<file path="config.mk">
export PLATFORM = sky130hd
export DESIGN_NAME = numeric_literal_scanner_u16_flat
export DESIGN_NICKNAME = d
export VERILOG_FILES = /design/src/hw/rtl/nls_pkg.sv /design/src/hw/rtl/nls_req_if.sv /design/src/hw/rtl/nls_res_if.sv /design/src/hw/rtl/numeric_literal_scanner_u16.sv /design/src/hw/rtl/nls_in_reg.sv /design/src/hw/rtl/nls_core.sv /design/src/hw/rtl/nls_out_reg.sv /design/src/flat_wrapper.sv
export SDC_FILE = /design/constraint.sdc
export NUM_CORES = 1
export LEC_CHECK = 0
export BUFFER_PORTS_ARGS = -buffer_cell sky130_fd_sc_hd__buf_2
export CELL_PAD_IN_SITES_DETAIL_PLACEMENT = 1
export CELL_PAD_IN_SITES_GLOBAL_PLACEMENT = 2
export CORE_MARGIN = 4
export CORE_UTILIZATION = 42
export DETAILED_ROUTE_END_ITERATION = 16
export GPL_ROUTABILITY_DRIVEN = 0
export GPL_TIMING_DRIVEN = 0
export PLACE_DENSITY_LB_ADDON = 0.1
export SYNTH_ARGS = -nofsm -noshare
export SYNTH_HDL_FRONTEND = slang
export SYNTH_SLANG_ARGS = --single-unit
</file>
<file path="constraint.sdc">
create_clock -name clk_i -period 10.3 [get_ports clk_i]
set_clock_uncertainty 0.2 [all_clocks]
set_input_delay 1.545 -clock clk_i [delete_from_list [all_inputs] [get_ports clk_i]]
set_output_delay 1.545 -clock clk_i [all_outputs]
set_load 0.01 [all_outputs]
</file>
<file path="src/hw/rtl/nls_pkg.sv">
// Shared types, constants and character-class functions for the numeric literal scanner.
package nls_pkg;

  // Digit limits for the two literal forms.
  localparam int DecDigits = 5;
  localparam int HexDigits = 4;

  // Largest value that fits the 16-bit result.
  localparam logic [16:0] ValueMax = 17'h0ffff;

  // Character codes the scanner looks for.
  localparam logic [7:0] ChZero    = 8'h30;  // '0'
  localparam logic [7:0] ChNine    = 8'h39;  // '9'
  localparam logic [7:0] ChLowA    = 8'h61;  // 'a'
  localparam logic [7:0] ChLowF    = 8'h66;  // 'f'
  localparam logic [7:0] ChLowZ    = 8'h7a;  // 'z'
  localparam logic [7:0] ChUpA     = 8'h41;  // 'A'
  localparam logic [7:0] ChUpF     = 8'h46;  // 'F'
  localparam logic [7:0] ChUpZ     = 8'h5a;  // 'Z'
  localparam logic [7:0] ChUscore  = 8'h5f;  // '_'
  localparam logic [7:0] ChLowX    = 8'h78;  // 'x'
  localparam logic [7:0] ChNewLine = 8'h0a;
  localparam logic [7:0] ChReturn  = 8'h0d;
  // Offsets that map 'a'..'f' and 'A'..'F' onto 10..15.
  localparam logic [7:0] LowHexBase = 8'h57;
  localparam logic [7:0] UpHexBase  = 8'h37;

  // Scan phase of the literal being built.
  typedef enum logic [2:0] {
    PH_IDLE  = 3'd0,
    PH_ZERO  = 3'd1,
    PH_XSEEN = 3'd2,
    PH_DEC   = 3'd3,
    PH_HEX   = 3'd4
  } phase_e;

  // Result status codes.
  typedef enum logic [2:0] {
    ST_OK       = 3'd0,
    ST_NOTHING  = 3'd1,
    ST_NOTNUM   = 3'd2,
    ST_EOL      = 3'd3,
    ST_EOS      = 3'd4,
    ST_BADLIT   = 3'd5,
    ST_NOHEX    = 3'd6,
    ST_OVERFLOW = 3'd7
  } status_e;

  // One input request as held in the input register.
  typedef struct packed {
    logic [7:0] char_code;
    logic       end_of_stream;
  } item_t;

  // One result as held in the output register.
  typedef struct packed {
    logic [15:0] value;
    status_e     status;
    logic        char_consumed;
  } result_t;

  function automatic logic is_dec(logic [7:0] c);
    return (c >= ChZero) && (c <= ChNine);
  endfunction

  function automatic logic is_letter(logic [7:0] c);
    return ((c >= ChLowA) && (c <= ChLowZ)) || ((c >= ChUpA) && (c <= ChUpZ)) ||
           (c == ChUscore);
  endfunction

  function automatic logic is_hex(logic [7:0] c);
    return is_dec(c) || ((c >= ChLowA) && (c <= ChLowF)) || ((c >= ChUpA) && (c <= ChUpF));
  endfunction

  function automatic logic is_eol(logic [7:0] c);
    return (c == ChNewLine) || (c == ChReturn);
  endfunction

  function automatic logic [3:0] hex_val(logic [7:0] c);
    logic [7:0] diff;
    if (is_dec(c)) begin
      diff = c - ChZero;
    end else if ((c >= ChLowA) && (c <= ChLowF)) begin
      diff = c - LowHexBase;
    end else begin
      diff = c - UpHexBase;
    end
    return diff[3:0];
  endfunction

endpackage

</file>
<file path="src/hw/rtl/nls_req_if.sv">
// Request channel carrying one character byte or an end-of-stream mark.
interface nls_req_if;
  logic       valid;
  logic       ready;
  logic [7:0] char_code;
  logic       end_of_stream;

  modport source (output valid, output char_code, output end_of_stream, input ready);
  modport sink (input valid, input char_code, input end_of_stream, output ready);
endinterface

</file>
<file path="src/hw/rtl/nls_res_if.sv">
// Result channel carrying the parsed value, its status and the consumed flag.
interface nls_res_if;
  logic        valid;
  logic        ready;
  logic [15:0] value;
  logic [2:0]  status;
  logic        char_consumed;

  modport source (output valid, output value, output status, output char_consumed,
                  input ready);
  modport sink (input valid, input value, input status, input char_consumed,
                output ready);
endinterface

</file>
<file path="src/hw/rtl/numeric_literal_scanner_u16.sv">
// Top level of the numeric literal scanner: input register, scan step and output register.
//
// Usage: the source sends one character byte per request on req_i, or a request with
// end_of_stream set when the text ends. The scanner builds one unsigned 16-bit literal:
// up to five decimal digits, or 0x and up to four hex digits. A request that ends,
// breaks or completes a literal, or finds none at idle, gives one result on res_o with the
// value, a status code and whether that request's character belonged to the literal; other
// requests give no result. Characters not consumed must be sent again by the source.
// Order: a request is held in the input register while the scan step runs, and its
// result is then loaded into the output register, which drives res_o.
// Throughput: one request per cycle while res_o is not stalled; the scan step is one
// multiply-by-ten add and a compare, and its state is ready for the next character.
// Stalls: while res_o is stalled the input register still drains requests that give
// no result; a request that gives one waits in the input register, and req_i.ready
// drops only then.
// Reset: rst_ni empties both registers and returns the scanner to idle with an empty
// accumulator.
module numeric_literal_scanner_u16 (
  input  logic      clk_i,
  input  logic      rst_ni,
  nls_req_if.sink   req_i,
  nls_res_if.source res_o
);

  logic             s1_valid;
  nls_pkg::item_t   s1_item;
  logic             emit;
  nls_pkg::result_t result;
  logic             out_free;
  logic             advance;
  logic             load;

  // The held request moves on unless it has a result and the output is full.
  assign advance = s1_valid && (!emit || out_free);
  assign load    = advance && emit;

  nls_in_reg u_in_reg (
    .clk_i     (clk_i),
    .rst_ni    (rst_ni),
    .req_i     (req_i),
    .advance_i (advance),
    .valid_o   (s1_valid),
    .item_o    (s1_item)
  );

  nls_core u_core (
    .clk_i     (clk_i),
    .rst_ni    (rst_ni),
    .valid_i   (s1_valid),
    .item_i    (s1_item),
    .advance_i (advance),
    .emit_o    (emit),
    .result_o  (result)
  );

  nls_out_reg u_out_reg (
    .clk_i    (clk_i),
    .rst_ni   (rst_ni),
    .load_i   (load),
    .result_i (result),
    .free_o   (out_free),
    .res_o    (res_o)
  );

  // A held request that cannot move stays unchanged.
  assert property (@(posedge clk_i) disable iff (!rst_ni)
    (s1_valid && !advance) |=> (s1_valid && $stable(s1_item)))
    else $error("held request lost or changed while stalled");

  // A stalled request only waits behind a full output register.
  assert property (@(posedge clk_i) disable iff (!rst_ni)
    (s1_valid && !advance) |-> (res_o.valid && !res_o.ready && emit))
    else $error("request stalled without a full output");

  // A value other than zero only comes with an ok status.
  assert property (@(posedge clk_i) disable iff (!rst_ni)
    (res_o.valid && (res_o.value != 16'd0)) |-> (res_o.status == nls_pkg::ST_OK))
    else $error("nonzero value with an error status");

  // Nothing and not-numeric results never consume the character.
  assert property (@(posedge clk_i) disable iff (!rst_ni)
    (res_o.valid && ((res_o.status == nls_pkg::ST_NOTHING) ||
                     (res_o.status == nls_pkg::ST_NOTNUM))) |-> !res_o.char_consumed)
    else $error("character consumed without a literal");

  // A result is loaded only into a free output register.
  assert property (@(posedge clk_i) disable iff (!rst_ni)
    load |-> out_free)
    else $error("result loaded over a pending result");

endmodule

</file>
<file path="src/hw/rtl/nls_in_reg.sv">
// Input register holding one accepted request until the scan logic takes it.
module nls_in_reg (
  input  logic          clk_i,
  input  logic          rst_ni,
  nls_req_if.sink       req_i,
  input  logic          advance_i,
  output logic          valid_o,
  output nls_pkg::item_t item_o
);

  logic           valid_q, valid_d;
  nls_pkg::item_t item_q;
  logic           accept;

  // A request enters when the register is empty or is being emptied.
  assign req_i.ready = !valid_q || advance_i;
  assign accept      = req_i.valid && req_i.ready;

  always_comb begin
    valid_d = valid_q;
    if (accept) begin
      valid_d = 1'b1;
    end else if (advance_i) begin
      valid_d = 1'b0;
    end
  end

  always_ff @(posedge clk_i or negedge rst_ni) begin
    if (!rst_ni) begin
      valid_q <= 1'b0;
    end else begin
      valid_q <= valid_d;
    end
  end

  // Payload needs no reset.
  always_ff @(posedge clk_i) begin
    if (accept) begin
      item_q.char_code     <= req_i.char_code;
      item_q.end_of_stream <= req_i.end_of_stream;
    end
  end

  assign valid_o = valid_q;
  assign item_o  = item_q;

endmodule

</file>
<file path="src/hw/rtl/nls_core.sv">
// Scan state and the single-step logic that folds one character into the literal.
module nls_core (
  input  logic              clk_i,
  input  logic              rst_ni,
  input  logic              valid_i,
  input  nls_pkg::item_t    item_i,
  input  logic              advance_i,
  output logic              emit_o,
  output nls_pkg::result_t  result_o
);

  nls_pkg::phase_e  phase_q, phase_d;
  logic [16:0]      acc_q, acc_d;
  logic [2:0]       cnt_q, cnt_d;

  logic [7:0]       c;
  logic             eos;
  logic [7:0]       dec_diff;
  logic [3:0]       dval;
  logic [3:0]       hval;
  logic [19:0]      acc_mul;
  logic [16:0]      acc_dec;
  logic [16:0]      acc_hex;
  logic [2:0]       cnt_inc;

  logic             emit;
  logic             emit_num;
  logic             used;
  nls_pkg::status_e emit_st;
  logic [16:0]      acc_nx;

  assign c   = item_i.char_code;
  assign eos = item_i.end_of_stream;

  // Digit values and the two accumulate forms (times ten, shift by four).
  assign dec_diff = c - nls_pkg::ChZero;
  assign dval     = dec_diff[3:0];
  assign hval     = nls_pkg::hex_val(c);
  assign acc_mul  = {acc_q, 3'b000} + {2'b00, acc_q, 1'b0} + {16'd0, dval};
  assign acc_dec  = acc_mul[16:0];
  assign acc_hex  = {acc_q[12:0], hval};
  assign cnt_inc  = cnt_q + 3'd1;

  // Next state and the decision to give a result.
  always_comb begin
    phase_d  = phase_q;
    acc_d    = acc_q;
    cnt_d    = cnt_q;
    emit     = 1'b0;
    emit_num = 1'b0;
    used     = 1'b0;
    emit_st  = nls_pkg::ST_OK;
    acc_nx   = acc_q;

    case (phase_q)
      nls_pkg::PH_ZERO: begin
        if (eos) begin
          emit = 1'b1;
        end else if (c == nls_pkg::ChLowX) begin
          phase_d = nls_pkg::PH_XSEEN;
        end else if (nls_pkg::is_letter(c)) begin
          emit    = 1'b1;
          emit_st = nls_pkg::ST_BADLIT;
          used    = 1'b1;
        end else begin
          emit = 1'b1;
          used = 1'b1;
        end
      end

      nls_pkg::PH_XSEEN: begin
        if (eos) begin
          emit    = 1'b1;
          emit_st = nls_pkg::ST_EOS;
        end else if (nls_pkg::is_eol(c)) begin
          emit    = 1'b1;
          emit_st = nls_pkg::ST_EOL;
          used    = 1'b1;
        end else if (!nls_pkg::is_hex(c)) begin
          emit    = 1'b1;
          emit_st = nls_pkg::ST_NOHEX;
          used    = 1'b1;
        end else begin
          acc_nx = {13'd0, hval};
          cnt_d  = 3'd1;
          if (3'd1 >= 3'(nls_pkg::HexDigits)) begin
            emit     = 1'b1;
            emit_num = 1'b1;
            used     = 1'b1;
          end else begin
            phase_d = nls_pkg::PH_HEX;
            acc_d   = acc_nx;
          end
        end
      end

      nls_pkg::PH_HEX: begin
        if (eos) begin
          emit     = 1'b1;
          emit_num = 1'b1;
        end else if (!nls_pkg::is_hex(c)) begin
          emit     = 1'b1;
          emit_num = 1'b1;
          used     = 1'b1;
        end else begin
          acc_nx = acc_hex;
          cnt_d  = cnt_inc;
          acc_d  = acc_hex;
          if (cnt_inc >= 3'(nls_pkg::HexDigits)) begin
            emit     = 1'b1;
            emit_num = 1'b1;
            used     = 1'b1;
          end
        end
      end

      nls_pkg::PH_DEC: begin
        if (eos) begin
          emit     = 1'b1;
          emit_num = 1'b1;
        end else if (!nls_pkg::is_dec(c)) begin
          emit     = 1'b1;
          emit_num = 1'b1;
          used     = 1'b1;
        end else begin
          acc_nx = acc_dec;
          cnt_d  = cnt_inc;
          acc_d  = acc_dec;
          if (cnt_inc >= 3'(nls_pkg::DecDigits)) begin
            emit     = 1'b1;
            emit_num = 1'b1;
            used     = 1'b1;
          end
        end
      end

      default: begin
        if (eos) begin
          emit    = 1'b1;
          emit_st = nls_pkg::ST_NOTHING;
        end else if (!nls_pkg::is_dec(c)) begin
          emit    = 1'b1;
          emit_st = nls_pkg::ST_NOTNUM;
        end else if (c == nls_pkg::ChZero) begin
          phase_d = nls_pkg::PH_ZERO;
          acc_d   = 17'd0;
          cnt_d   = 3'd1;
        end else begin
          acc_nx = {13'd0, dval};
          cnt_d  = 3'd1;
          if (3'd1 >= 3'(nls_pkg::DecDigits)) begin
            emit     = 1'b1;
            emit_num = 1'b1;
            used     = 1'b1;
          end else begin
            phase_d = nls_pkg::PH_DEC;
            acc_d   = acc_nx;
          end
        end
      end
    endcase

    // Any result returns the scanner to idle.
    if (emit) begin
      phase_d = nls_pkg::PH_IDLE;
      acc_d   = 17'd0;
      cnt_d   = 3'd0;
    end
  end

  // Result fields; a number above the 16-bit range is flagged, not saturated.
  always_comb begin
    result_o.char_consumed = used;
    result_o.value         = 16'd0;
    result_o.status        = emit_st;
    if (emit_num) begin
      if (acc_nx > nls_pkg::ValueMax) begin
        result_o.status = nls_pkg::ST_OVERFLOW;
      end else begin
        result_o.status = nls_pkg::ST_OK;
        result_o.value  = acc_nx[15:0];
      end
    end
  end

  assign emit_o = valid_i && emit;

  // The state moves only when the held character is taken.
  always_ff @(posedge clk_i or negedge rst_ni) begin
    if (!rst_ni) begin
      phase_q <= nls_pkg::PH_IDLE;
      acc_q   <= 17'd0;
      cnt_q   <= 3'd0;
    end else if (advance_i) begin
      phase_q <= phase_d;
      acc_q   <= acc_d;
      cnt_q   <= cnt_d;
    end
  end

endmodule

</file>
<file path="src/hw/rtl/nls_out_reg.sv">
// Output register presenting one result until the receiver takes it.
module nls_out_reg (
  input  logic             clk_i,
  input  logic             rst_ni,
  input  logic             load_i,
  input  nls_pkg::result_t result_i,
  output logic             free_o,
  nls_res_if.source        res_o
);

  logic             valid_q, valid_d;
  nls_pkg::result_t result_q;

  // The register is free when empty or when its result leaves this cycle.
  assign free_o = !valid_q || res_o.ready;

  always_comb begin
    valid_d = valid_q;
    if (load_i) begin
      valid_d = 1'b1;
    end else if (res_o.ready) begin
      valid_d = 1'b0;
    end
  end

  always_ff @(posedge clk_i or negedge rst_ni) begin
    if (!rst_ni) begin
      valid_q <= 1'b0;
    end else begin
      valid_q <= valid_d;
    end
  end

  always_ff @(posedge clk_i) begin
    if (load_i) begin
      result_q <= result_i;
    end
  end

  assign res_o.valid         = valid_q;
  assign res_o.value         = result_q.value;
  assign res_o.status        = result_q.status;
  assign res_o.char_consumed = result_q.char_consumed;

endmodule

</file>
<file path="src/flat_wrapper.sv">
// flat-port wrapper written by rule: the top's interface ports become plain ports
module numeric_literal_scanner_u16_flat 
  (clk_i, rst_ni, req_i_valid, req_i_char_code, req_i_end_of_stream, req_i_ready, res_o_valid, res_o_value, res_o_status, res_o_char_consumed, res_o_ready);
  nls_req_if req_i_i ();
  nls_res_if res_o_i ();
  input  logic clk_i;
  input  logic rst_ni;
  input wire logic [$bits(req_i_i.valid)-1:0] req_i_valid;
  input wire logic [$bits(req_i_i.char_code)-1:0] req_i_char_code;
  input wire logic [$bits(req_i_i.end_of_stream)-1:0] req_i_end_of_stream;
  output wire logic [$bits(req_i_i.ready)-1:0] req_i_ready;
  output wire logic [$bits(res_o_i.valid)-1:0] res_o_valid;
  output wire logic [$bits(res_o_i.value)-1:0] res_o_value;
  output wire logic [$bits(res_o_i.status)-1:0] res_o_status;
  output wire logic [$bits(res_o_i.char_consumed)-1:0] res_o_char_consumed;
  input wire logic [$bits(res_o_i.ready)-1:0] res_o_ready;
  assign req_i_i.valid = req_i_valid;
  assign req_i_i.char_code = req_i_char_code;
  assign req_i_i.end_of_stream = req_i_end_of_stream;
  assign req_i_ready = req_i_i.ready;
  assign res_o_valid = res_o_i.valid;
  assign res_o_value = res_o_i.value;
  assign res_o_status = res_o_i.status;
  assign res_o_char_consumed = res_o_i.char_consumed;
  assign res_o_i.ready = res_o_ready;
  numeric_literal_scanner_u16 u_core (.clk_i(clk_i), .rst_ni(rst_ni), .req_i(req_i_i), .res_o(res_o_i));
endmodule
</file>
==> results of run 1 <==
## final cells by class
cell class              instances  area, um2  area share, %
plain buffers                  23        106           2.34
clock buffers                   5       68.8           1.52
clock inverters                 3       16.3          0.359
inverters                      17       63.8           1.41
multi-input cells             334       2440           53.7
flip-flops and latches         54       1500           33.0
well taps                     129        161           3.56
repair buffers                 35        185           4.08
## per-layer routing
layer	share of wire [%]	wire length, um
met1	43	5420
met2	52	6570
met3	3.3	421
met4	1.4	172
met5	0	0
## cell usage in the layout (no fill, tap or decap), drive strengths merged, types with 6 or more instances in the layout
| cell | n |
|---|---|
| inv | 16 |
| nand2b | 6 |
| o2bb2ai | 12 |
| nor2 | 20 |
| clkbuf | 24 |
| buf | 39 |
| nand3 | 9 |
| a21o | 6 |
| o22ai | 6 |
| o21ai | 21 |
| and2 | 6 |
| a21oi | 42 |
| dfrtp | 25 |
| nand2 | 38 |
| xnor2 | 12 |
| a211oi | 8 |
| a22o | 9 |
| nor3 | 10 |
| ha | 34 |
| edfxtp | 29 |
## state kept, by name, summed over array words and instances, names as in the netlist
register and cells:
u_core.u_core.acc_q 17, u_core.u_core.cnt_q 3, u_core.u_core.phase_q 3, u_core.u_in_reg.item_o 9
u_core.u_in_reg.valid_o 1, u_core.u_out_reg.res_o.char_consumed 1, u_core.u_out_reg.res_o.status 3, u_core.u_out_reg.res_o.valid 1
u_core.u_out_reg.res_o.value 16
## final timing paths
kind	endpoint	slack (ns)
worst max-delay path	req_i_ready	5.03
worst min-delay path	u_core.u_core.acc_q[16]$_DFFE_PN0P_	0.30
worst max register to register	u_core.u_out_reg.res_o.status[1]$_DFFE_PP_	5.99
worst min register to register	u_core.u_core.acc_q[16]$_DFFE_PN0P_	0.30
max in group asynchronous	u_core.u_core.acc_q[6]$_DFFE_PN0P_	8.41
min in group asynchronous	u_core.u_core.acc_q[9]$_DFFE_PN0P_	1.05
## per-stage QoR
stage	utilization [%]	hold slack, ns	total power [mW]
floorplan	-	0.257	0.546
global placement	47.3	0.275	0.664
detailed placement	47.5	0.274	0.680
CTS	48.4	0.302	0.801
global route	48.4	0.339	0.851
finish	48.4	0.302	0.792
## power by group
part	internal [mW]	switching (mW)
Clock	0.0468	0.0711
Combinational	0.124	0.233
Sequential	0.283	0.0341
Total	0.453	0.339
## cell families after synthesis
| family | synth area share (%) |
|---|---|
| and+or+nand+nor | 14.8 |
| xor gates and xnor gates | 3.63 |
| buffers and inverters | 4.15 |
| DFF | 36.5 |
| adders and majority gates | 11.3 |
| AOI/OAI and AO/OA | 28.1 |
| muxes | 1.49 |
==> flow_summary.yaml, run 1 <==
outcome:
  status: "finished, final reports clean"
worst_setup_path:
  path_max_fanout: 10
  crit_buf_inv: 3
  path_cells: "clkbuf_1 -> inv_1 -> ha_1 -> nor3b_1 -> a311o_1 -> nand3_1 -> nand3_1 -> and2_4 -> nand4b_1 -> buf_2"
  cp.arrival_ns: 3.53
  critPathLaunch: "u_core.u_in_reg.item_o[2]$_DFFE_PP_"
  worstSetupPathType: "reg2out"
  cp-start-kind: "flip-flop"
  cpMaxStageDelayCell: "edfxtp_1"
  reg2reg_from: "u_core.u_in_reg.item_o[2]$_DFFE_PP_"
  cp_common_cell: "nand3_1"
  r2r_cells: 10
  cpPeakStageDelay_ns: 0.50
  cp_num_cells: 10
  critPathCaptureType: "primary output"
  required_ns: 8.56
  crit_family: "simple AND/OR/NAND/NOR gates"
timing:
  rsz0062_at_grt: "false"
  hold_viol: 0
  tightest_slew_ns: 0.674
  fmax_mhz: 190
  timing.slew.headroom_pct: 55.0
  post-route-period-util_pct: 51.2
  setup_tns_ns: 0
  min_period_ns: 5.27
  setup_viol: 0
  drv_slew: 0
  setup_ws_ns: 5.03
finish:
  layout-drive-gt1-share_pct: 14.0
  diodes: 0
  final.fill_count: 1128
  synthToLayoutAreaGrowth_pct: 10.6
  fin_cells: 600
  nets: 519
  fin_area_um2: 4540
logic_synthesis:
  yosys.area.top_type_share_pct: 21.2
  synthTopCellsByArea: "edfxtp_1, dfrtp_1, ha_1, a21oi_1, nand2_1"
  async_flop_share_pct: 46.3
  seq_area_frac_synth_pct: 36.5
  syn_area_um2: 4100
  synthCells: 428
  syn_area_per_cell_um2: 9.58
  synth_edf_count: 29
  synth_cell_types: 68
  ys.flop_type: "edfxtp_1"
  syn-num-nets: 477
  synth.most_common_cell: "nand2_1"
  yosys.area.top_type: "edfxtp_1"
  yosys_register_bits: 54
  yosysWarnings: 0
  synth_common_cells: "nand2_1, ha_1, a21oi_1"
grt:
  grt_max_degree: 26
  antenna_found_initial: 0
  overflow: 0
  grt_pass1_wl_mm: 20.2
  busiest_layer: "met2"
  met3_usage_pct: 2.77
  grt_pass1_vias: 3862
  track_usage_pct: 22.6
  met1_usage_pct: 27.1
  met2_usage_pct: 43.0
routing:
  antenna_left: 0
  drt_iter0_markers: 210
  wire_per_inst_um: 21.0
  first_pass_iters: 5
  vias: 3662
  routed_wl_mm: 12.6
  drc: 0
  via_per_inst: 6.10
floorplanning:
  boundaryPins: 35
  die_y_um: 107
  row_count: 35
  coreArea_um2: 9370
  dieArea_um2: 11400
  start_util_pct: 43.8
  die_x_um: 107
clocking:
  cts_buffer_depth: 2
  cts_root_buf: "clkbuf_8"
  h-tree-depth: 2
  insertion_delay_ns: 0.31
  cts_tree: "yes"
  clkTransAtPathRegs_ns: 0.09
  post_cts_buffers: 0
  numCtsBuffers: 5
  postCtsHoldBufs: 0
  numClockSinks: 54
  ctsResizeCount: 0
job:
  cap_violations: 0
min_path:
  hold_path_depth: 1
  hp-start: "u_core.u_core.acc_q[16]$_DFFE_PN0P_"
  hp-class: "reg2reg"
place:
  place_area_um2: 4450
  pre_cts_ws_ns: 5.43
  dp_cells: 592
  post-dp-hpwl_mm: 9.69
  portBuffers: 34
pwr:
  power.density_nw_per_um2: 175
  vdd_drop_max_uv: 103
  power.static_leakage_nw: 1.91
(Power assumes the default switching activity.)
==> run 2: changes to the inputs <==
Settings changed: CORE_UTILIZATION 42 to 35.
Clock period 10.3 ns to 4.4 ns, I/O delays scaled along.
==> flow_summary.yaml, run 2 (synthesis results as in run 1) <==
timing:
  tightest_slew_ns: 1.05
  whs_ns: 0.168
  setup_viol: 0
  rsz0062_at_grt: "false"
  min_period_ns: 4.02
  post-route-period-util_pct: 91.4
  fmax_mhz: 249
  timing.slew.headroom_pct: 28.4
  setup_ws_ns: 0.377
  hold_viol: 0
  drv_slew: 0
grt:
  grt_max_degree: 26
  grt_pass1_vias: 3827
  grt_pass1_wl_mm: 21.1
  antenna_found_initial: 0
  track_usage_pct: 20.3
  met3_usage_pct: 2.54
  met1_usage_pct: 29.6
  overflow: 0
  met2_usage_pct: 32.0
  busiest_layer: "met2"
clocking:
  cts_tree: "yes"
  h-tree-depth: 2
  insertion_delay_ns: 0.31
  numClockSinks: 54
  cts_buffer_depth: 2
  cts_root_buf: "clkbuf_16"
  clkTransAtPathRegs_ns: 0.07
  numCtsBuffers: 5
  post_cts_buffers: 0
pwr:
  power_frac_seq_pct: 37.1
  clkPwrFrac_pct: 20.6
  p_switching_uw: 829
  vdd_drop_max_uv: 227
  power.static_leakage_nw: 1.94
  power.density_nw_per_um2: 432
  p_comb_share_pct: 42.3
  cell_internal_pwr_mw: 1.16
  swShare_pct: 41.6
finish:
  most-common-layout-cells: "nand2_1, buf_2, ha_1"
  synthToLayoutAreaGrowth_pct: 12.6
  diodes: 0
  top_register: "u_core.u_core.acc_q"
  layout-drive-gt1-share_pct: 14.9
  mostFrequentLayoutCell: "nand2_1"
  nets: 519
  fin_area_um2: 4620
  largest_reg_flops: 17
  fin_cells: 614
  fin_util_pct: 40.3
place:
  post-dp-hpwl_mm: 10.2
  pre_cts_ws_ns: 0.352
  dp_cells: 606
  place_area_um2: 4470
  portBuffers: 34
routing:
  vias: 3661
  antenna_left: 0
  routed_wl_mm: 13.1
  drt_iter0_markers: 207
  via_per_inst: 5.96
  first_pass_iters: 5
  drc: 0
  wire_per_inst_um: 21.3
floorplanning:
  die_y_um: 116
  coreArea_um2: 11500
  start_util_pct: 35.8
  dieArea_um2: 13500
  row_count: 39
  die_x_um: 116
  boundaryPins: 35
worst_setup_path:
  cp-start-kind: "flip-flop"
  cpPeakStageDelay_ns: 0.47
  critPathLaunch: "u_core.u_in_reg.item_o[2]$_DFFE_PP_"
  path_max_fanout: 10
  r2r_slack_ns: 0.51
  worst_r2r_endpoint: "u_core.u_out_reg.res_o.value[10]$_SDFFCE_PP0P_"
  critPathCaptureType: "primary output"
  reg2reg_from: "u_core.u_in_reg.item_o[4]$_DFFE_PP_"
  r2r_cells: 12
  cpMaxStageDelayCell: "edfxtp_1"
  path_cells: "clkbuf_2 -> inv_1 -> ha_1 -> o21bai_1 -> a21o_1 -> clkbuf_2 -> o21ai_0 -> nand4b_1 -> and2_4 -> nand4b_1 -> buf_2"
  required_ns: 3.54
  cp-endpoint: "req_i_ready"
  cp.arrival_ns: 3.16
  worstSetupPathType: "reg2out"
job:
  cap_violations: 0
outcome:
  status: "finished, final reports clean"
min_path:
  hp-class: "in2async"
run 2: cell count changes in the layout (fill, tap and decap cells not counted):
cell | previous run | this run
clkbuf_1 | 19 | 17
clkbuf_16 | 0 | 5
clkbuf_2 | 0 | 3
clkbuf_8 | 5 | 0
clkinv_1 | 2 | 1
clkinv_2 | 1 | 0
inv_4 | 0 | 1
nor3b_1 | 2 | 1
nor3b_2 | 0 | 1
run 2: worst min path at each step:
stage,from,to,slack [ns],cells past startpoint
5_1_grt,rst_ni,u_core.u_core.cnt_q[2]$_DFFE_PN0P_,0.22,1
6_report,rst_ni,u_core.u_core.cnt_q[2]$_DFFE_PN0P_,0.17,1
2_1_floorplan,rst_ni,u_core.u_core.acc_q[0]$_DFFE_PN0P_,0.16,0
3_5_place_dp,u_core.u_core.acc_q[16]$_DFFE_PN0P_,u_core.u_core.acc_q[16]$_DFFE_PN0P_,0.31,1
4_1_cts,rst_ni,u_core.u_core.phase_q[2]$_DFFE_PN0P_,0.20,1
3_3_place_gp,u_core.u_core.acc_q[16]$_DFFE_PN0P_,u_core.u_core.acc_q[16]$_DFFE_PN0P_,0.27,1
run 2: stage by stage:
stage | total power, mW | setup TNS [ns]
finish | 1.99 | 0
CTS | 2.01 | 0
global placement | 1.56 | -12.60
detailed placement | 1.59 | 0
global route | 2.13 | 0
floorplan | 1.28 | 0
run 2: layer usage:
layer | part of all wire (%) | vias to the layer above | wire (um)
met5 | 0 | - | 0
met4 | 1.1 | 0 | 141
met3 | 3.6 | 12 | 471
met2 | 47 | 70 | 6130
met1 | 49 | 1841 | 6360
li1 | - | 1738 | -
run 2: worst max-delay path: cells and delay by family, from the launching register on:
kind | cells | cell delay, ns
flip-flops | 1 | 0.47
AND/OR/NAND/NOR | 3 | 0.58
buffers and inverters | 4 | 0.87
adder cells (fa/ha/maj) | 1 | 0.23
AO/OA/AOI/OAI | 3 | 0.71
run 2: power groups by stage:
stage,Sequential [mW],Combinational [mW],Clock [mW]
final,0.740,0.843,0.410
after global routing,0.756,0.937,0.433
after CTS,0.745,0.848,0.416
after detailed placement,0.755,0.840,0
after global placement,0.752,0.808,0
after floorplan,0.766,0.512,0
run 2: area by class of cell:
| class | count | area, um2 |
|---|---|---|
| plain buffers | 23 | 110 |
| clock buffers | 6 | 129 |
| clock inverters | 2 | 13.8 |
| fillers | 1328 | 6850 |
| inverters | 17 | 63.8 |
| multi-input cells | 334 | 2440 |
| flip-flops and latches | 54 | 1500 |
| well taps | 143 | 179 |
| repair buffers | 35 | 185 |
run 2: timing repair:
item,in CTS,in global routing
endpoints found under the setup margin,1,1
gates resized for setup,1,6
hold buffers,0,0
